## src/hdl/bbd_pkg.sv

```systemverilog
// Shared types, constants and the CFA site lookup for the Bayer demosaic block.
package bbd_pkg;

    // Field widths
    localparam int RAW_W   = 10;
    localparam int PIX_W   = 8;
    localparam int COORD_W = 12;
    localparam int CFG_W   = 13;
    localparam int DIM_W   = 15;   // holds any clipped frame width up to 16384
    localparam int LINE_W  = 2 * PIX_W;

    // Frame limits
    localparam int MAX_WIDTH_DEF = 4096;
    localparam int ROW_LIMIT     = 4096;

    // Register reset values
    localparam logic [CFG_W-1:0] FRAME_WIDTH_RST  = CFG_W'(640);
    localparam logic [CFG_W-1:0] FRAME_HEIGHT_RST = CFG_W'(480);
    localparam logic [1:0]       CFA_PATTERN_RST  = 2'd3;

    // Result group queue
    localparam int GRP_DEPTH  = 4;
    localparam int PTR_W      = $clog2(GRP_DEPTH);
    localparam int CNT_W      = $clog2(GRP_DEPTH + 1);
    localparam int RESULT_CAP = 4;

    // APB register map
    localparam int APB_DATA_W = 32;
    localparam int APB_ADDR_W = 5;

    typedef enum logic [2:0] {
        REG_FRAME_WIDTH  = 3'd0,
        REG_FRAME_HEIGHT = 3'd1,
        REG_CFA_PATTERN  = 3'd2,
        REG_COLUMN_PHASE = 3'd3,
        REG_ROW_PHASE    = 3'd4,
        REG_BLACK_LEVEL  = 3'd5
    } t_reg_idx;

    // Color at the center of the 3x3 window
    typedef enum logic [1:0] {
        SITE_R      = 2'd0,
        SITE_G_RROW = 2'd1,
        SITE_G_BROW = 2'd2,
        SITE_B      = 2'd3
    } t_site;

    // Rows: GBRG, GRBG, BGGR, RGGB; columns: {row parity, column parity}
    localparam t_site SITE_TABLE [4][4] = '{
        '{SITE_G_BROW, SITE_B,      SITE_R,      SITE_G_RROW},
        '{SITE_G_RROW, SITE_R,      SITE_B,      SITE_G_BROW},
        '{SITE_B,      SITE_G_BROW, SITE_G_RROW, SITE_R     },
        '{SITE_R,      SITE_G_RROW, SITE_G_BROW, SITE_B     }
    };

    // Active configuration, widths already clipped
    typedef struct packed {
        logic [DIM_W-1:0] frame_w;
        logic [CFG_W-1:0] frame_h;
        logic [1:0]       cfa_pattern;
        logic             column_phase;
        logic             row_phase;
        logic [PIX_W-1:0] black_level;
    } t_cfg;

    typedef logic [8:0][PIX_W-1:0] t_win;

    // Position of the newest source pixel in the window, below and right of the center
    typedef struct packed {
        logic               valid;
        logic [DIM_W-1:0]   col;
        logic [COORD_W-1:0] row;
    } t_pos;

    // One interior pixel with its border copies
    typedef struct packed {
        logic [PIX_W-1:0]        red;
        logic [PIX_W-1:0]        green;
        logic [PIX_W-1:0]        blue;
        logic [2:0][COORD_W-1:0] rows;
        logic [1:0]              row_cnt;
        logic [2:0][COORD_W-1:0] cols;
        logic [1:0]              col_cnt;
        logic                    done;
    } t_group;

endpackage

```

## src/hdl/bbd_emit.sv

```systemverilog
// Result group queue and emitter that expands each group into output words.
module bbd_emit
    import bbd_pkg::*;
(
    input  logic               i_clk,
    input  logic               i_rst_n,
    input  logic               i_push,
    input  t_group             i_group,
    input  logic               i_stall,
    output logic [CNT_W-1:0]   o_count,
    output logic               o_valid,
    output logic [PIX_W-1:0]   o_red,
    output logic [PIX_W-1:0]   o_green,
    output logic [PIX_W-1:0]   o_blue,
    output logic [COORD_W-1:0] o_pixel_column,
    output logic [COORD_W-1:0] o_pixel_row,
    output logic               o_last_of_run,
    output logic               o_frame_done
);

    t_group           r_queue [GRP_DEPTH];
    logic [PTR_W-1:0] r_wr_ptr, r_rd_ptr;
    logic [CNT_W-1:0] r_count, n_count;
    logic [1:0]       r_ri, n_ri;
    logic [1:0]       r_ci, n_ci;
    logic [1:0]       r_k, n_k;
    t_group           head;
    logic             row_last, col_last, last;
    logic             fire, pop;

    assign head     = r_queue[r_rd_ptr];
    assign o_valid  = (r_count != '0);
    assign row_last = (r_ri == head.row_cnt - 2'd1);
    assign col_last = (r_ci == head.col_cnt - 2'd1);
    assign last     = (r_k == 2'(RESULT_CAP - 1)) || (row_last && col_last);
    assign fire     = o_valid && !i_stall;
    assign pop      = fire && last;

    // Walk the copies of the head group
    always_comb begin
        n_ri = r_ri;
        n_ci = r_ci;
        n_k  = r_k;
        if (fire) begin
            if (last) begin
                n_ri = '0;
                n_ci = '0;
                n_k  = '0;
            end else begin
                if (col_last) begin
                    n_ci = '0;
                    n_ri = r_ri + 2'd1;
                end else begin
                    n_ci = r_ci + 2'd1;
                end
                n_k = r_k + 2'd1;
            end
        end
        n_count = r_count + CNT_W'(i_push) - CNT_W'(pop);
    end

    always_ff @(posedge i_clk) begin
        if (!i_rst_n) begin
            r_wr_ptr <= '0;
            r_rd_ptr <= '0;
            r_count  <= '0;
            r_ri     <= '0;
            r_ci     <= '0;
            r_k      <= '0;
        end else begin
            if (i_push) begin
                r_wr_ptr <= r_wr_ptr + PTR_W'(1);
            end
            if (pop) begin
                r_rd_ptr <= r_rd_ptr + PTR_W'(1);
            end
            r_count <= n_count;
            r_ri    <= n_ri;
            r_ci    <= n_ci;
            r_k     <= n_k;
        end
    end

    // Store the incoming group
    always_ff @(posedge i_clk) begin
        if (i_push) begin
            r_queue[r_wr_ptr] <= i_group;
        end
    end

    assign o_count        = r_count;
    assign o_red          = head.red;
    assign o_green        = head.green;
    assign o_blue         = head.blue;
    assign o_pixel_column = head.cols[r_ci];
    assign o_pixel_row    = head.rows[r_ri];
    assign o_last_of_run  = last;
    assign o_frame_done   = last && head.done;

    a_no_overflow: assert property (@(posedge i_clk) disable iff (!i_rst_n)
        !(i_push && (r_count == CNT_W'(GRP_DEPTH))))
        else $error("group pushed into full queue");

    a_group_kept: assert property (@(posedge i_clk) disable iff (!i_rst_n)
        (fire && !last) |=> o_valid)
        else $error("group lost before its last word");

    a_index_range: assert property (@(posedge i_clk) disable iff (!i_rst_n)
        o_valid |-> ((r_ri < head.row_cnt) && (r_ci < head.col_cnt)))
        else $error("copy index beyond group");

endmodule
```

## config.mk

```make
export PLATFORM = sky130hd
export DESIGN_NAME = bbd_emit
export DESIGN_NICKNAME = d
export VERILOG_FILES = /design/src/hdl/bbd_pkg.sv /design/src/hdl/bbd_emit.sv
export SDC_FILE = /design/constraint.sdc
export NUM_CORES = 1
export LEC_CHECK = 0
export ABC_AREA = 1
export BUFFER_PORTS_ARGS = -buffer_cell sky130_fd_sc_hd__buf_2
export CAP_MARGIN = 20
export CORE_ASPECT_RATIO = 2
export CORE_MARGIN = 5
export CORE_UTILIZATION = 50
export DETAILED_ROUTE_END_ITERATION = 10
export PLACE_DENSITY = 0.75
export SYNTH_ARGS = -nofsm -noshare
export SYNTH_HDL_FRONTEND = slang
export SYNTH_SLANG_ARGS = --single-unit
```

## constraint.sdc

```tcl
create_clock -name i_clk -period 3.7 [get_ports i_clk]
set_input_delay 0.925 -clock i_clk [delete_from_list [all_inputs] [get_ports i_clk]]
set_output_delay 0.925 -clock i_clk [all_outputs]
set_load 0.05 [all_outputs]
```

== After elaboration in Yosys (flattened, before gate mapping) ==
Memories as Yosys holds them, arrays and structs flattened. A register that Yosys moved wholly into a read port is not among the register bits.
Cells that the tools add are included.

* Flip-flop bits (word level): 13
* Bits in writable memories: 404
* Output and inout port bits: 54
* Word-level logic and storage cells: 43
* Memories kept: 1

* $add $sub $neg: 9
* Order comparisons: 2
* Equal/unequal tests: 3
* Multiplexer cells: 13
* Reduce and logical (&&, ||, !) cells: 9

{| class="wikitable"
|+ Memories
! name !! depth !! bits a word !! read ports !! clocked after Yosys merged registers in !! wr ports !! RTL line !! source
|-
| r_queue || 4 || 101 || 1 || 1 || 1 || bbd_emit.sv:21 || <nowiki>t_group r_queue [GRP_DEPTH];</nowiki>
|}

{| class="wikitable"
|+ Operators with widths
! kind !! number
|-
| 12-bit binary-select mux with 2-bit select || 2
|-
| 12-bit two-way mux || 2
|-
| 2-bit two-way mux || 7
|-
| 2-bit by 1-bit adder with 2-bit output (second input constant) || 5
|-
| 2-bit by 3-bit less-than comparator with 1-bit output (second input constant) || 2
|-
| 2-bit == test || 2
|-
| 1-bit logical AND || 4
|-
| 2-bit by 1-bit subtractor with 2-bit output (second input constant) || 2
|-
| 3-bit by 1-bit adder with 3-bit output || 1
|-
| 3-bit nonzero test || 1
|-
| 3-bit by 1-bit subtractor with 3-bit output || 1
|-
| 2-bit == test (second input constant) || 1
|-
| 1-bit two-way mux || 2
|-
| 2-bit AND reduction || 1
|-
| 2-bit nonzero test || 1
|-
| 1-bit zero test || 1
|-
| 1-bit logical OR || 1
|}

== Longest topological paths before layout ==
* Word-level depth: 7
* Gate-level depth with buffers: 17

== Worst setup path after synthesis ==
No wires, ideal clock.

* Path kind: input port to flip-flop
* Start point: input i_push
* End point: memory r_queue[2][0] (netlist name) (enable)
* Arrival time: 2.909 ns
* Setup slack: 0.336 ns
* Stages on the path: 2
* Path through: nand2_1 inv_1

* Longest elaborated chain between the ends: 2

{| class="wikitable"
|+ RTL lines
! item !! RTL line !! source
|-
| start, declared || bbd_emit.sv:7 || <nowiki>input logic i_push,</nowiki>
|-
| 1-bit two-way mux || bbd_emit.sv:86 || <nowiki>if (i_push) begin</nowiki>
|-
| 1-bit two-way mux (implied by the code) || bbd_emit.sv:87 || <nowiki>r_queue[r_wr_ptr] <= i_group;</nowiki>
|-
| end, declared || bbd_emit.sv:21 ||
|}

Every way passes these cells.

==> impl_metrics.yaml <==
global_routing:
  global_route.usage.total_pct: 20.2
  grt_first_pass_wirelength_mm: 56.4
  grt-ovfl-total: 0
  grt_start_max_net_pins: 107
  antenna_found_initial: 13
  grt_pass1_vias: 10400
clock_tree:
  inserted_clock_buffers: 36
  cts.clk_slew.worst_paths_ns: 0.07
  clock_insertion_delay_worst_skew_ns: 0.53
  cts_root_buf: "clkbuf_16"
  cts_setup_buffers: 0
  cts_tree: "built"
  htree_levels: 2
  clock_path_buffers: 3
  cts.sink_count: 419
sta:
  timing_hold_violations_final: 0
  fin_worst_hold_slack_ns: 0.478
  grt_setup_unrepaired: "no"
  timing.clock.skew_ns: 0.0131
  worst_pin_slew_ns: 0.782
  post-route-period-util_pct: 94.7
  finalSetupViolCount: 0
  relSlewSlack_pct: 47.9
  setup_total_neg_slack_ns: 0
  finalMaxSlewViolations: 0
  fmax_mhz: 286
  min_clock_period_post_route_ns: 3.50
finish:
  syn2layout_area_growth_pct: 15.2
  drive_gt1_share_pct: 19.0
  fillCellCount: 2541
  layout.cells.most_common_list: "edfxtp_1 (404), nor2_1 (213), o21ai_0 (191), buf_2 (158), nand2_1 (84)"
  fin_nets: 1447
  final_common_cell: "edfxtp_1"
run_status:
  run_status: "finished, final reports clean"
run:
  cap_violations: 0
routing:
  route.detailed.vias_per_inst: 5.65
  route.detailed.drc: 0
  antenna_left: 0
  wire_per_inst_um: 20.7
  drt-total-wl_mm: 37.3
  drtIter0Drc: 762
  vias: 10200
  detail_route.first_pass.iterations: 5
pwr:
  relative_contribution_of_sequential_cells_to_total_power_pct: 54.1
  irDropWorstVdd_mv: 0.457
  cellPowerDensity_nw_per_um2: 540
  internal_power_w: 0.00764
  power.static_leakage_nw: 6.55
  relative_contribution_of_combinational_cells_to_total_power_pct: 10.6
  switchingPower_w: 0.00246
  power.total_w: 0.0101
  fraction_of_power_spent_switching_nets_pct: 24.4
  share_clk_of_total_power_pct: 35.3
floorplanning:
  core_area_um2: 32100
  initial_core_util_pct: 50.5
  die_width_um: 137
  ioPinCount: 159
  die_area_um2: 36400
  die_y_um: 265
  rows: 93
placed_design:
  gp_congestion: 0.798
  detailedPlacementHpwl_mm: 22.1
  placement.io_buffers: 158
hold_path:
  hp-class: "reg2reg"
setup_path:
  max_stage_delay_on_crit_path_ns: 0.41
  worst-path-max-fanout: 43
  signal_arrival_time_at_the_worst_endpoint_ns: 2.58
  critical-path-slowest-cell: "dfxtp_4"
  critical_path.top_delay_family: "buffers and inverters"
  worst_setup_path_start_kind: "flop"
  worst_setup_path_end_kind: "output port"
  critical_path_class: "reg2out"
  required_ns: 2.77
  path_buf_inv: 3
  critical_path_cell_by_cell: "inv_4, buf_4, o21ai_0, o22ai_1, nand2_1, nand3_1, buf_2"
logic_synthesis:
  synth-seq-area-share_pct: 76.6
  number_of_instances_in_the_synthesized_netlist: 1186
  synthesis.area_um2: 16200
  count_of_different_cell_masters_after_synthesis: 33
  yosysWarnings: 0
  ys_ff_latch: 419
  synth.avg_cell_area_um2: 13.7
  synth_nets: 1299
-- area by class of cell --
type,instances,area [um^2],area share [%]
multi-input combinational,667,3340,17.9
inverter,27,119,0.636
antenna,15,37.5,0.201
tap,427,534,2.86
clock buffer,44,973,5.21
sequential,419,12400,66.6
timing repair buffer,183,1110,5.93
clock inverter,21,135,0.723
-- per-layer routing --
layer  part of all wire, %  global-route usage [%]
met1                    37                    22.7
met3                   5.2                    3.25
met4                   4.2                    11.2
met2                    54                    36.0
met5                     0                       0
-- worst paths after layout --
check                   endpoint  slack [ns]  startpoint  depth (start not counted)
hold / removal            r_k[1]        0.48      r_k[1]                          2
setup reg to reg      o_count[2]        0.78        flop                         14
setup / recovery  o_pixel_row[5]        0.20        flop                          7
hold reg to reg           r_k[1]        0.48      r_k[1]                          2
-- Yosys cell counts (all sizes together) --
library cell	count	share of area, %
clkbuf	43	0.99
fa	1	0.12
o211ai	12	0.56
o221ai	12	0.65
a31oi	1	0.077
nand3	30	1.3
nand4	2	0.077
nand2	89	2.1
nor3	2	0.12
xnor2	1	0.054
edfxtp	404	75
xor2	3	0.16
buf	30	1.1
inv	26	0.62
o21ai	198	6.1
clkinv	1	0.023
a21oi	10	0.31
ha	7	0.54
dfxtp	15	1.9
a32o	6	0.37
o22ai	78	3.0
or2	1	0.039
nor2	214	5.0
-- worst reg2reg max path, stage by stage (launching register included) --
cell and delay [ns]:
dfxtp_4 0.47, buf_6 0.38, nand3_1 0.24, nand2_1 0.09, nand2_1 0.07, nand3_1 0.11, nand3_2 0.14, nand3_4 0.12
inv_1 0.06, ha_1 0.27, inv_1 0.04, ha_1 0.19, fa_1 0.41, xor2_1 0.17, nor2_1 0.05
-- cell families (layout without fill, tap and decap cells) --
logic type               Yosys count  count (layout)  share of synthesized area, %
AO/OA/AOI/OAI                    317             317                          11.1
XOR/XNOR                           4               4                         0.216
adder cells (fa/ha/maj)            8               8                         0.663
buffers and inverters            100             275                          2.77
flip-flops                       419             419                          76.6
other                              0              15                             0
AND/OR/NAND/NOR                  338             338                          8.64
-- what timing repair did --
action	in CTS	in global routing
hold buffers	0	0
gates resized for setup	0	1
endpoints found under the setup margin	0	1
-- power groups by stage --
| stage | Sequential, W | Clock, W | Combinational, W |
|---|---|---|---|
| global placement | 0.00556 | 0 | 0.00106 |
| CTS | 0.00547 | 0.00361 | 0.00108 |
| detailed placement | 0.00557 | 0 | 0.00108 |
| global route | 0.00548 | 0.00378 | 0.00114 |
| floorplan | 0.00560 | 0 | 0.000675 |
| finish | 0.00547 | 0.00356 | 0.00107 |
-- metrics by stage --
step                      util [%]  setup slack (ns)  area, um^2  std cells
after detailed placement      54.6             0.663       17500       1723
after floorplan                  -             0.336       16200       1186
final                         58.2             0.197       18700       1803
after CTS                     58.1            0.0782       18600       1788
after global placement        54.6             0.660       17500       1723
after global routing          58.1            0.0929       18700       1798
-- flip-flops by register name, indices dropped and copies added (netlist names), named ones only --
name,count
r_ri,2
r_k,2
r_wr_ptr,2
r_rd_ptr,2
o_count,3
r_ci,2
r_queue,404
Note: power is estimated with default switching activity, not from simulation.
