`src/hdl/bbd_pkg.sv`:
```
// Shared types, constants and the CFA site lookup for the Bayer demosaic block.
package bbd_pkg;

    // Field widths
    localparam int RAW_W   = 10;
    localparam int PIX_W   = 8;
    localparam int COORD_W = 12;
    localparam int CFG_W   = 13;
    localparam int DIM_W   = 15;   // holds any clipped frame width up to 16384
    localparam int LINE_W  = 2 * PIX_W;

    // Frame limits
    localparam int MAX_WIDTH_DEF = 4096;
    localparam int ROW_LIMIT     = 4096;

    // Register reset values
    localparam logic [CFG_W-1:0] FRAME_WIDTH_RST  = CFG_W'(640);
    localparam logic [CFG_W-1:0] FRAME_HEIGHT_RST = CFG_W'(480);
    localparam logic [1:0]       CFA_PATTERN_RST  = 2'd3;

    // Result group queue
    localparam int GRP_DEPTH  = 4;
    localparam int PTR_W      = $clog2(GRP_DEPTH);
    localparam int CNT_W      = $clog2(GRP_DEPTH + 1);
    localparam int RESULT_CAP = 4;

    // APB register map
    localparam int APB_DATA_W = 32;
    localparam int APB_ADDR_W = 5;

    typedef enum logic [2:0] {
        REG_FRAME_WIDTH  = 3'd0,
        REG_FRAME_HEIGHT = 3'd1,
        REG_CFA_PATTERN  = 3'd2,
        REG_COLUMN_PHASE = 3'd3,
        REG_ROW_PHASE    = 3'd4,
        REG_BLACK_LEVEL  = 3'd5
    } t_reg_idx;

    // Color at the center of the 3x3 window
    typedef enum logic [1:0] {
        SITE_R      = 2'd0,
        SITE_G_RROW = 2'd1,
        SITE_G_BROW = 2'd2,
        SITE_B      = 2'd3
    } t_site;

    // Rows: GBRG, GRBG, BGGR, RGGB; columns: {row parity, column parity}
    localparam t_site SITE_TABLE [4][4] = '{
        '{SITE_G_BROW, SITE_B,      SITE_R,      SITE_G_RROW},
        '{SITE_G_RROW, SITE_R,      SITE_B,      SITE_G_BROW},
        '{SITE_B,      SITE_G_BROW, SITE_G_RROW, SITE_R     },
        '{SITE_R,      SITE_G_RROW, SITE_G_BROW, SITE_B     }
    };

    // Active configuration, widths already clipped
    typedef struct packed {
        logic [DIM_W-1:0] frame_w;
        logic [CFG_W-1:0] frame_h;
        logic [1:0]       cfa_pattern;
        logic             column_phase;
        logic             row_phase;
        logic [PIX_W-1:0] black_level;
    } t_cfg;

    typedef logic [8:0][PIX_W-1:0] t_win;

    // Position of the newest source pixel in the window, below and right of the center
    typedef struct packed {
        logic               valid;
        logic [DIM_W-1:0]   col;
        logic [COORD_W-1:0] row;
    } t_pos;

    // One interior pixel with its border copies
    typedef struct packed {
        logic [PIX_W-1:0]        red;
        logic [PIX_W-1:0]        green;
        logic [PIX_W-1:0]        blue;
        logic [2:0][COORD_W-1:0] rows;
        logic [1:0]              row_cnt;
        logic [2:0][COORD_W-1:0] cols;
        logic [1:0]              col_cnt;
        logic                    done;
    } t_group;

endpackage

```
`src/hdl/bbd_interp.sv`:
```
// Bilinear interpolation and border copy list for one window position.
module bbd_interp
    import bbd_pkg::*;
(
    input  t_cfg   i_cfg,
    input  t_win   i_win,
    input  t_pos   i_pos,
    output logic   o_push,
    output t_group o_group
);

    logic [DIM_W-1:0]   w_m1, w_m2, xw;
    logic [CFG_W-1:0]   h_m1, h_m2, r_ext;
    logic [COORD_W-1:0] yw;
    logic               interior;
    logic               left, right, top, bottom;
    logic [1:0]         site_idx;
    t_site              site;
    logic [PIX_W+1:0]   hv_sum, dg_sum;
    logic [PIX_W:0]     hz_sum, vt_sum;
    logic [PIX_W-1:0]   hv, dg, hz, vt;
    logic [COORD_W-1:0] x12, w12, h12;

    // Geometry of the center pixel
    always_comb begin
        w_m1  = i_cfg.frame_w - DIM_W'(1);
        w_m2  = i_cfg.frame_w - DIM_W'(2);
        h_m1  = i_cfg.frame_h - CFG_W'(1);
        h_m2  = i_cfg.frame_h - CFG_W'(2);
        r_ext = CFG_W'(i_pos.row);
        xw    = i_pos.col - DIM_W'(1);
        yw    = i_pos.row - COORD_W'(1);
        interior = (i_cfg.frame_w >= DIM_W'(3)) && (i_cfg.frame_h >= CFG_W'(3))
                && (i_pos.col >= DIM_W'(2)) && (i_pos.col < i_cfg.frame_w)
                && (r_ext >= CFG_W'(2)) && (r_ext < i_cfg.frame_h);
        left   = (xw == DIM_W'(1));
        right  = (xw == w_m2);
        top    = (yw == COORD_W'(1));
        bottom = (CFG_W'(yw) == h_m2);
        x12    = xw[COORD_W-1:0];
        w12    = w_m1[COORD_W-1:0];
        h12    = h_m1[COORD_W-1:0];
    end

    // Site color from the pattern and the offset parities of the center
    assign site_idx = {~i_pos.row[0] ^ i_cfg.row_phase, ~i_pos.col[0] ^ i_cfg.column_phase};
    assign site     = SITE_TABLE[i_cfg.cfa_pattern][site_idx];

    // Truncating neighbor averages
    always_comb begin
        hv_sum = (PIX_W+2)'(i_win[3]) + (PIX_W+2)'(i_win[5])
               + (PIX_W+2)'(i_win[1]) + (PIX_W+2)'(i_win[7]);
        dg_sum = (PIX_W+2)'(i_win[0]) + (PIX_W+2)'(i_win[2])
               + (PIX_W+2)'(i_win[6]) + (PIX_W+2)'(i_win[8]);
        hz_sum = (PIX_W+1)'(i_win[3]) + (PIX_W+1)'(i_win[5]);
        vt_sum = (PIX_W+1)'(i_win[1]) + (PIX_W+1)'(i_win[7]);
        hv     = hv_sum[PIX_W+1:2];
        dg     = dg_sum[PIX_W+1:2];
        hz     = hz_sum[PIX_W:1];
        vt     = vt_sum[PIX_W:1];
    end

    // Pick the channels for the site color
    always_comb begin
        case (site)
            SITE_R: begin
                o_group.red = i_win[4]; o_group.green = hv; o_group.blue = dg;
            end
            SITE_G_RROW: begin
                o_group.red = hz; o_group.green = i_win[4]; o_group.blue = vt;
            end
            SITE_G_BROW: begin
                o_group.red = vt; o_group.green = i_win[4]; o_group.blue = hz;
            end
            default: begin
                o_group.red = dg; o_group.green = hv; o_group.blue = i_win[4];
            end
        endcase
    end

    // Rows and columns of the copies, in raster order
    always_comb begin
        o_group.rows[0] = top ? '0 : yw;
        o_group.rows[1] = top ? yw : h12;
        o_group.rows[2] = h12;
        o_group.row_cnt = 2'd1 + {1'b0, top} + {1'b0, bottom};
        o_group.cols[0] = left ? '0 : x12;
        o_group.cols[1] = left ? x12 : w12;
        o_group.cols[2] = w12;
        o_group.col_cnt = 2'd1 + {1'b0, left} + {1'b0, right};
        o_group.done    = (i_pos.col == w_m1) && (r_ext == h_m1);
    end

    assign o_push = i_pos.valid && interior;

endmodule

```
`config.mk`:
```
export PLATFORM = sky130hd
export DESIGN_NAME = bbd_interp
export DESIGN_NICKNAME = d
export VERILOG_FILES = /design/src/hdl/bbd_pkg.sv /design/src/hdl/bbd_interp.sv
export SDC_FILE = /design/constraint.sdc
export NUM_CORES = 1
export LEC_CHECK = 0
export BUFFER_PORTS_ARGS = -buffer_cell sky130_fd_sc_hd__buf_2
export CORE_MARGIN = 5
export CORE_UTILIZATION = 55
export DETAILED_ROUTE_END_ITERATION = 12
export GPL_TIMING_DRIVEN = 0
export PLACE_DENSITY = 0.95
export SYNTH_ARGS = -nofsm -noshare
export SYNTH_HDL_FRONTEND = slang
export SYNTH_SLANG_ARGS = --single-unit
```
`constraint.sdc`:
```
create_clock -name vclk -period 5.6
set_input_delay 0 -clock vclk [all_inputs]
set_output_delay 0 -clock vclk [all_outputs]
set_load 0.02 [all_outputs]
```
# [Yosys cells after proc, flatten, opt, wreduce, memory -nomap -nowiden]
# Cells that the tools add are included.
[word_totals] regBits=0 out_inout_bits=102
[classes] add_sub_neg=18 order_cmp=8 eq_ne=8 n_mux=11 bitwise_logic=6 n_reduce_logical=8
[ops] op="$pmux 24 s3" count=1
[ops] op="$mux 12" count=4
[ops] op="$add 8x8->9" count=4
[ops] op="$eq 15x15->1" count=2
[ops] op="$ge 15x2->1 const B" count=2
[ops] op="$sub 15x1->15 const B" count=2
[ops] op="$eq 12x13->1" count=2
[ops] op="$add 10x8->10" count=2
[ops] op="$add 9x8->10" count=2
[ops] op="$bmux 8 s2" count=1
[ops] op="$mux 8" count=2
[ops] op="$eq 15x1->1 const B" count=1
[ops] op="$lt 15x15->1" count=1
[ops] op="$sub 15x2->15 const B" count=1
[ops] op="$ge 13x2->1 const B" count=1
[ops] op="$lt 12x13->1" count=1
[ops] op="$sub 13x1->13 const B" count=1
[ops] op="$sub 13x2->13 const B" count=1
[ops] op="$eq 12x1->1 const B" count=1
[ops] op="$ge 12x2->1 const B" count=1
[ops] op="$sub 12x1->12 const B" count=1
[ops] op="$logic_and 1x1->1" count=7
[ops] op="$ge 3x3->1 const B" count=2
[ops] op="$not 2->3" count=2
[ops] op="other kinds (9)" count=14

# [Longest topological paths before layout]
# Gate-level depths: netlist of run 1.
[depth] ltp_word=9 ltp_mapped=13 mapped_depth_nobuf=13

# [Least setup slack after synthesis of run 1]
# No wires, ideal clock.
[synth_timing] kind="input to output" startpoint="input i_win[1] (netlist name)" endpoint="output o_group[98] (netlist name)" arrival_ns=2.994 required_ns=5.600 setup_slack_ns=2.606 path_stages=13 n_path_buf=0 path_cell_list="inv_1 > fa_1 > inv_1 > fa_1 > and3b_1 > fa_1 > a21o_1 > a21oi_1 > o21bai_1 > a21oi_1 > xnor2_1 > mux2_2 > mux2i_1"
[synth_rtl] item="start, declared" line="bbd_interp.sv:6" rtl="input t_win i_win,"
[synth_rtl] item="end, declared" line="bbd_interp.sv:9" rtl="output t_group o_group"

==> results.yml, run 1 <==
placement:
  io_buffer_count: 228
  dpl_cell_area_um2: 7110
  hpwl_um: 17400
  gp_congestion: 1.04
logic_synthesis:
  synth_common_cells: "155 x inv_1, 97 x xnor2_1, 72 x ha_1"
  synth_area_leaders: "ha_1 16%, xnor2_1 15%, fa_1 12%"
  yosysWarnings: 0
  postSynthCellCount: 784
  syn-cell-area_um2: 5790
  synth_nets: 1030
  synth_cell_type_count: 67
  synth_top_area_share_pct: 15.5
  synth_most_common_cell: "inv_1"
  yosysSeqAreaShare_pct: 0
  avgSynthCellArea_um2: 7.39
  synth_area_leader_cell: "ha_1"
critical_path:
  start_kind: "input port"
  path_class: "input port to primary output"
  cp-end-kind: "primary output"
  required_ns: 5.60
  crit_arrival_ns: 3.42
  crit_fanout: 10
sta:
  fmax_mhz: 293
  timing.final.crit_share_pct: 61.0
  period_needed_ns: 3.42
  grt_setup_unrepaired: "false"
  hold_viol: 0
  setup_tns_ns: 0
  tightest_slew_ns: 0.985
  drv_slew: 0
  finalSetupViolCount: 0
  max_slew_margin_pct: 33.7
routing:
  dr.pass1.iters: 6
  ant_nets: 0
  vias_per_cell: 5.71
  wl_per_cell_um: 17.1
  vias: 6573
  drc: 0
  drt_iter0_markers: 509
  routed_wl_um: 19700
floorplanning:
  dieWidth_um: 113
  dieArea_um2: 12700
  io_pins: 242
  row_count: 37
  core-area_um2: 10300
  die_h_um: 113
  initial_core_util_pct: 56.1
min_path:
  whs_path_depth: 3
  hold_class: "input port to primary output"
final_layout:
  fill_cells: 861
  n_clock_buffer: 0
  layout-drive-gt1-share_pct: 25.4
  area_growth_pct: 22.8
  seq_cell_count: 0
  fin_nets: 1261
  register_area_um2: 0
  fin_area_um2: 7120
  multi_input_area_um2: 5100
global_routing:
  grt_pass1_wl_um: 31300
  globalRouteTotalUtil_pct: 29.6
  antenna_found_initial: 2
  first_global_vias: 6594
  grt.overflow.total: 0
  grt_start_max_net_pins: 11
clocking:
  ctsResizeCount: 0
  cts_hold_buf: 0
  post_cts_buffers: 0
status:
  status: "complete, no violations"
pwr:
  ir_drop_mv: 0.182
  power_density_nw_per_um2: 159
  power_leakage_nw: 3.64
job:
  maxCapViolCount: 0
## where the power goes
group          switching [mW]     total, mW  internal, mW
Clock                       0  0.0000000478  0.0000000477
Sequential                  0             0             0
Combinational           0.679          1.13         0.450
## worst max-delay path, stage by stage
cell,delay [ns]
buf_2,0.15
inv_1,0.12
ha_1,0.18
nor3b_1,0.62
nor4b_1,0.38
xor2_1,0.20
nor4_1,0.84
buf_2,0.38
inv_1,0.07
ha_1,0.26
inv_1,0.05
buf_2,0.15
## stage by stage
step	instances	setup slack [ns]	util, %	power, mW	hold WS [ns]
after floorplan	784	2.61	-	0.765	0.0798
final	1151	2.18	68.9	1.13	0.371
after CTS	1148	2.22	68.8	1.12	0.374
after global routing	1151	1.97	68.9	1.23	0.398
after global placement	1148	2.20	68.8	1.07	0.357
after detailed placement	1148	2.21	68.8	1.11	0.376
## cells in the final DEF, fill, tap and decap left out, types with 5 or more instances in the layout
cell	synthesis	layout
buf_2	2	230
inv_1	155	155
xnor2_1	97	97
ha_1	72	72
nor2_1	69	69
a21oi_1	38	38
xor2_1	37	37
nand2_1	36	36
fa_1	34	34
o21ai_0	22	22
nor3_1	19	19
nand3_1	17	17
clkbuf_1	15	15
nor4_1	14	14
nand4_1	11	11
a21o_1	11	11
nor2b_1	10	10
or4_1	9	9
mux2i_1	9	9
nand2b_1	8	8
mux4_2	8	8
a31oi_1	6	6
o21bai_1	6	6
a211oi_1	5	5
## logic make-up after synthesis
family,Yosys count,synth area share (%)
and+or+nand+nor,226,21.4
buffers and inverters,177,11.9
xor gates and xnor gates,136,20.9
AOI/OAI and AO/OA,120,13.5
adders and majority gates,106,27.3
muxes,19,5.05
## layout make-up
class | instances | share of cell area (%)
Antenna cell | 2 | 0.0703
Buffer | 22 | 1.51
Timing Repair Buffer | 229 | 16.1
Multi-Input combinational cell | 607 | 71.7
Tap cell | 136 | 2.39
Inverter | 155 | 8.18
## worst paths after layout
path	from	end
hold / removal	i_pos[12]	o_group[3]
setup / recovery	i_pos[0]	o_group[39]
## metal layers
layer  vias to the layer above  global-route usage [%]  routed length, um
met3                        75                    4.04               1820
met4                         0                    10.2                803
met2                       398                    53.2               9700
met1                      3014                    36.1               7390
li1                       3086                       -                  -
met5                         -                       0                  0
Power figures use the tool's default switching activity.
==> run 2, diff against run 1 <==
- CORE_UTILIZATION: 55 -> 52
- PLACE_DENSITY: 0.95 -> 0.91
- clock period: 5.6 -> 3.25 ns (I/O delays scaled with it)
==> run 2 against run 1 <==
Against the previous run:
- global-route usage is 1.5 points lower
- cell count is 0.26% higher
- die area is 5.3% higher
- worst hold slack better by 0.016 ns
- combinational power is 73% higher
- critical path depth is 1 lower
- routed wire length is 0.16% higher
- critical path type unchanged
- largest power group unchanged
- highest routed layer is now met5
==> results.yml, run 2 (synthesized netlist as in run 1, its figures left out) <==
routing:
  vias: 6423
  ant_nets: 0
  vias_per_cell: 5.57
  wl_met2_um: 9610
  dr.pass1.iters: 6
  drc: 0
  wl_per_cell_um: 17.1
  route.met3.wl_um: 1700
  routed_wl_um: 19700
  met1_length_um: 7550
  drt_iter0_markers: 376
  top_layer: "met5"
critical_path:
  cp-end-kind: "primary output"
  path_delay_family: "simple AND/OR/NAND/NOR gates"
  cp_slowest_stage_delay_ns: 0.55
  required_ns: 3.25
  crit_arrival_ns: 3.16
  crit_fanout: 8
  path_common_cell: "buf_2"
  endpoint: "o_group[0]"
  path_depth: 11
  path_cells: "buf_2 -> inv_1 -> ha_1 -> or3b_1 -> clkbuf_1 -> xor2_1 -> or4_1 -> nor4_1 -> nand4_1 -> a2111oi_1 -> buf_2"
  path_buf_inv: 4
  path_class: "input port to primary output"
  cpMaxStageDelayCell: "or4_1"
  crit_path_start: "i_cfg[12]"
  start_kind: "input port"
sta:
  holdWs_ns: 0.388
  fmax_mhz: 316
  drv_slew: 0
  timing.final.crit_share_pct: 97.3
  tightest_slew_ns: 0.873
  period_needed_ns: 3.16
  hold_viol: 0
  max_slew_margin_pct: 41.8
  finalSetupViolCount: 0
floorplanning:
  dieArea_um2: 13400
  io_pins: 242
  initial_core_util_pct: 53.2
  dieWidth_um: 116
  die_h_um: 116
  core-area_um2: 10900
  row_count: 38
final_layout:
  register_area_um2: 0
  seq_cell_count: 0
  instances_no_fill: 1154
  area_growth_pct: 23.8
  n_clock_buffer: 0
  final_common_cell: "buf_2"
  fin_nets: 1260
  final_cell_mix: "229 x buf_2, 155 x inv_1, 97 x xnor2_1"
  layout-drive-gt1-share_pct: 26.2
global_routing:
  grt.overflow.total: 0
  grt_pass1_wl_um: 30500
  antenna_found_initial: 2
  first_global_vias: 6361
  grt_start_max_net_pins: 11
  globalRouteTotalUtil_pct: 28.1
placement:
  io_buffer_count: 228
  gp_congestion: 0.977
  placed_cells: 1152
  hpwl_um: 17400
job:
  maxCapViolCount: 0
pwr:
  ir_drop_mv: 0.289
  power_density_nw_per_um2: 274
  power_leakage_nw: 3.65
min_path:
  hold_start: "i_pos[12]"
  hold_class: "input port to primary output"
status:
  status: "complete, no violations"
clocking:
  post_cts_buffers: 0
==> run 2: final cells by class <==
type / instances / area, um^2
antenna: 2 / 5.00
buffer: 22 / 108
fill: 948 / 3720
inverter: 155 / 582
multi-input combinational: 607 / 5160
tap: 140 / 175
timing repair buffer: 228 / 1140
==> run 2: tightest hold or removal path: stages <==
cell and delay (ns):
buf_2 0.17, nor2_1 0.06, buf_2 0.15
==> run 2: worst min path at each step <==
| stage | cells past startpoint | to | slack, ns |
|---|---|---|---|
| after floorplan | 1 | o_group[3] | 0.08 |
| after global placement | 3 | o_group[3] | 0.38 |
| after detailed placement | 3 | o_group[3] | 0.39 |
| after CTS | 3 | o_group[3] | 0.39 |
| after global routing | 3 | o_group[3] | 0.40 |
| final | 3 | o_group[3] | 0.39 |
==> run 2: metrics by stage <==
stage	power [mW]	cell area, um^2	util, %	setup slack (ns)	TNS [ns]
2_1_floorplan	1.32	5790	-	0.256	0
3_5_place_dp	1.91	7110	65.3	-0.110	-0.188
4_1_cts	1.92	7120	65.4	0.0266	0
5_1_grt	2.15	7170	65.8	-0.0164	-0.0164
3_3_place_gp	1.85	7110	65.3	-0.127	-0.250
6_report	1.96	7170	65.9	0.0874	0
==> run 2: repair_timing <==
item                       in CTS  in global routing
hold buffers                    0                  0
resized for setup               1                 12
setup endpoints to repair       3                 12
==> run 2: per-layer routing <==
| metal | global-route usage, % | vias to the layer above |
|---|---|---|
| li1 | - | 3084 |
| met1 | 34.8 | 2954 |
| met2 | 49.7 | 317 |
| met3 | 3.66 | 66 |
| met4 | 10.6 | 2 |
| met5 | 0 | - |
==> run 2: where the power goes <==
part	internal (mW)	switching, mW	leakage [nW]	total, mW
Clock	0.0000000825	0	0.0000127	0.0000000826
Combinational	0.786	1.18	3.65	1.96
Sequential	0	0	0	0
Total	0.786	1.18	3.65	1.96
==> run 3, diff against run 2 <==
- PLACE_DENSITY: 0.91 -> 0.86
==> run 3 against run 2 <==
Against the previous run:
- die area did not move
- clock-buffer cell count did not move
- non-clock buffer count unchanged
- routed wire length decreased by 5.0%
- via count is essentially flat
- setup slack improved by 0.031 ns
- highest routed layer is now met4
- power up 0.23%
- utilization grew 0.057 points
- global-route usage is 1.1 points lower
- combinational power barely moved
- maximum frequency rose by 0.98%
- worst hold slack got worse by 0.029 ns
==> results.yml, run 3 (synthesized netlist as in run 1, its figures left out) <==
pwr:
  power_mw: 1.97
  p_clk_share_pct: 0
  combPwrFrac_pct: 100.0
  seqPwrFrac_pct: 0
  power_leakage_nw: 3.65
  p_switching_mw: 1.17
  switching_share_pct: 59.7
  p_int_mw: 0.794
  power_density_nw_per_um2: 274
  ir_drop_mv: 0.263
floorplanning:
  row_count: 38
  core-area_um2: 10900
  dieArea_um2: 13400
  initial_core_util_pct: 53.2
  dieWidth_um: 116
  io_pins: 242
  die_h_um: 116
sta:
  max_slew_margin_pct: 39.2
  tightest_slew_ns: 0.912
  finalSetupViolCount: 0
  grt_setup_unrepaired: "true"
  setup_tns_ns: 0
  fmax_mhz: 319
  drv_slew: 0
  period_needed_ns: 3.13
  hold_viol: 0
  timing.final.crit_share_pct: 96.4
final_layout:
  area_growth_pct: 23.9
  fin_util_pct: 65.9
  final_cell_mix: "227 x buf_2, 155 x inv_1, 97 x xnor2_1"
  fin_area_um2: 7180
  seq_cell_count: 0
  final_common_cell: "buf_2"
  layout-drive-gt1-share_pct: 26.3
  register_area_um2: 0
  fin_nets: 1260
  multi_input_area_um2: 5160
  fill_cells: 967
  n_clock_buffer: 0
global_routing:
  use_met1_pct: 34.6
  grt_start_max_net_pins: 11
  grt.overflow.total: 0
  grt_pass1_wl_um: 29600
  grt_use_met2_pct: 47.5
  grt-busiest-layer: "met2"
  first_global_vias: 6431
  antenna_found_initial: 1
  globalRouteTotalUtil_pct: 27.0
  met3_usage_pct: 2.30
critical_path:
  cp_slowest_stage_delay_ns: 0.66
  required_ns: 3.25
  cp-end-kind: "primary output"
  path_common_cell: "buf_2"
  path_class: "input port to primary output"
  cpMaxStageDelayCell: "nor4_2"
  path_cells: "buf_2 -> buf_6 -> or4_4 -> or4_1 -> nor2_1 -> xor2_1 -> nor4_2 -> buf_2 -> inv_1 -> ha_1 -> inv_1 -> buf_2"
  start_kind: "input port"
  crit_arrival_ns: 3.13
  crit_fanout: 10
routing:
  vias_per_cell: 5.57
  dr.pass1.iters: 7
  routed_wl_um: 18800
  vias: 6417
  ant_nets: 0
  drt_iter0_markers: 449
  drc: 0
  wl_per_cell_um: 16.3
clocking:
  post_cts_buffers: 0
  cts_hold_buf: 0
  ctsResizeCount: 1
placement:
  io_buffer_count: 228
  gp_congestion: 0.999
  hpwl_um: 16500
  dpl_cell_area_um2: 7110
job:
  maxCapViolCount: 0
min_path:
  hold_class: "input port to primary output"
status:
  status: "complete, no violations"
[run 3: worst paths after layout]
check                start     endpoint  slack (ns)  cells past startpoint
setup / recovery  i_pos[4]  o_group[39]        0.12                     12
hold / removal    i_pos[0]  o_group[41]        0.36                      3
[run 3: metal layers]
metal  wire length [um]  part of all wire, %  vias to the layer above
met5                  0                    0                        -
met4                856                  4.6                        0
met3               1700                  9.0                       67
met2               8830                   47                      337
met1               7390                   39                     2927
li1                   -                    -                     3086
[run 3: cell type report]
cell class | instances | area share, %
multi-input combinational | 607 | 71.9
timing repair buffer | 228 | 16.0
tap | 140 | 2.44
inverter | 155 | 8.11
antenna | 1 | 0.0349
buffer | 22 | 1.50
[run 3: stage by stage]
stage / cells / worst slack, ns / hold WS, ns
2_1_floorplan: 784 / 0.256 / 0.0798
3_3_place_gp: 1152 / -0.113 / 0.357
3_5_place_dp: 1152 / -0.165 / 0.357
4_1_cts: 1152 / 0.00574 / 0.359
5_1_grt: 1153 / -0.0142 / 0.385
6_report: 1153 / 0.118 / 0.359
[run 3: power by group through the flow]
stage	Combinational (mW)	Sequential [mW]	Clock (mW)
2_1_floorplan	1.32	0	0
3_3_place_gp	1.86	0	0
3_5_place_dp	1.91	0	0
4_1_cts	1.92	0	0
5_1_grt	2.16	0	0.0000000411
6_report	1.97	0	0.0000000411
[run 3: worst max-delay path: cells and delay by family]
kind | cells | cell delay (ns)
and+or+nand+nor | 4 | 1.78
buffers and inverters | 6 | 0.92
adders and majority gates | 1 | 0.27
xor gates and xnor gates | 1 | 0.15
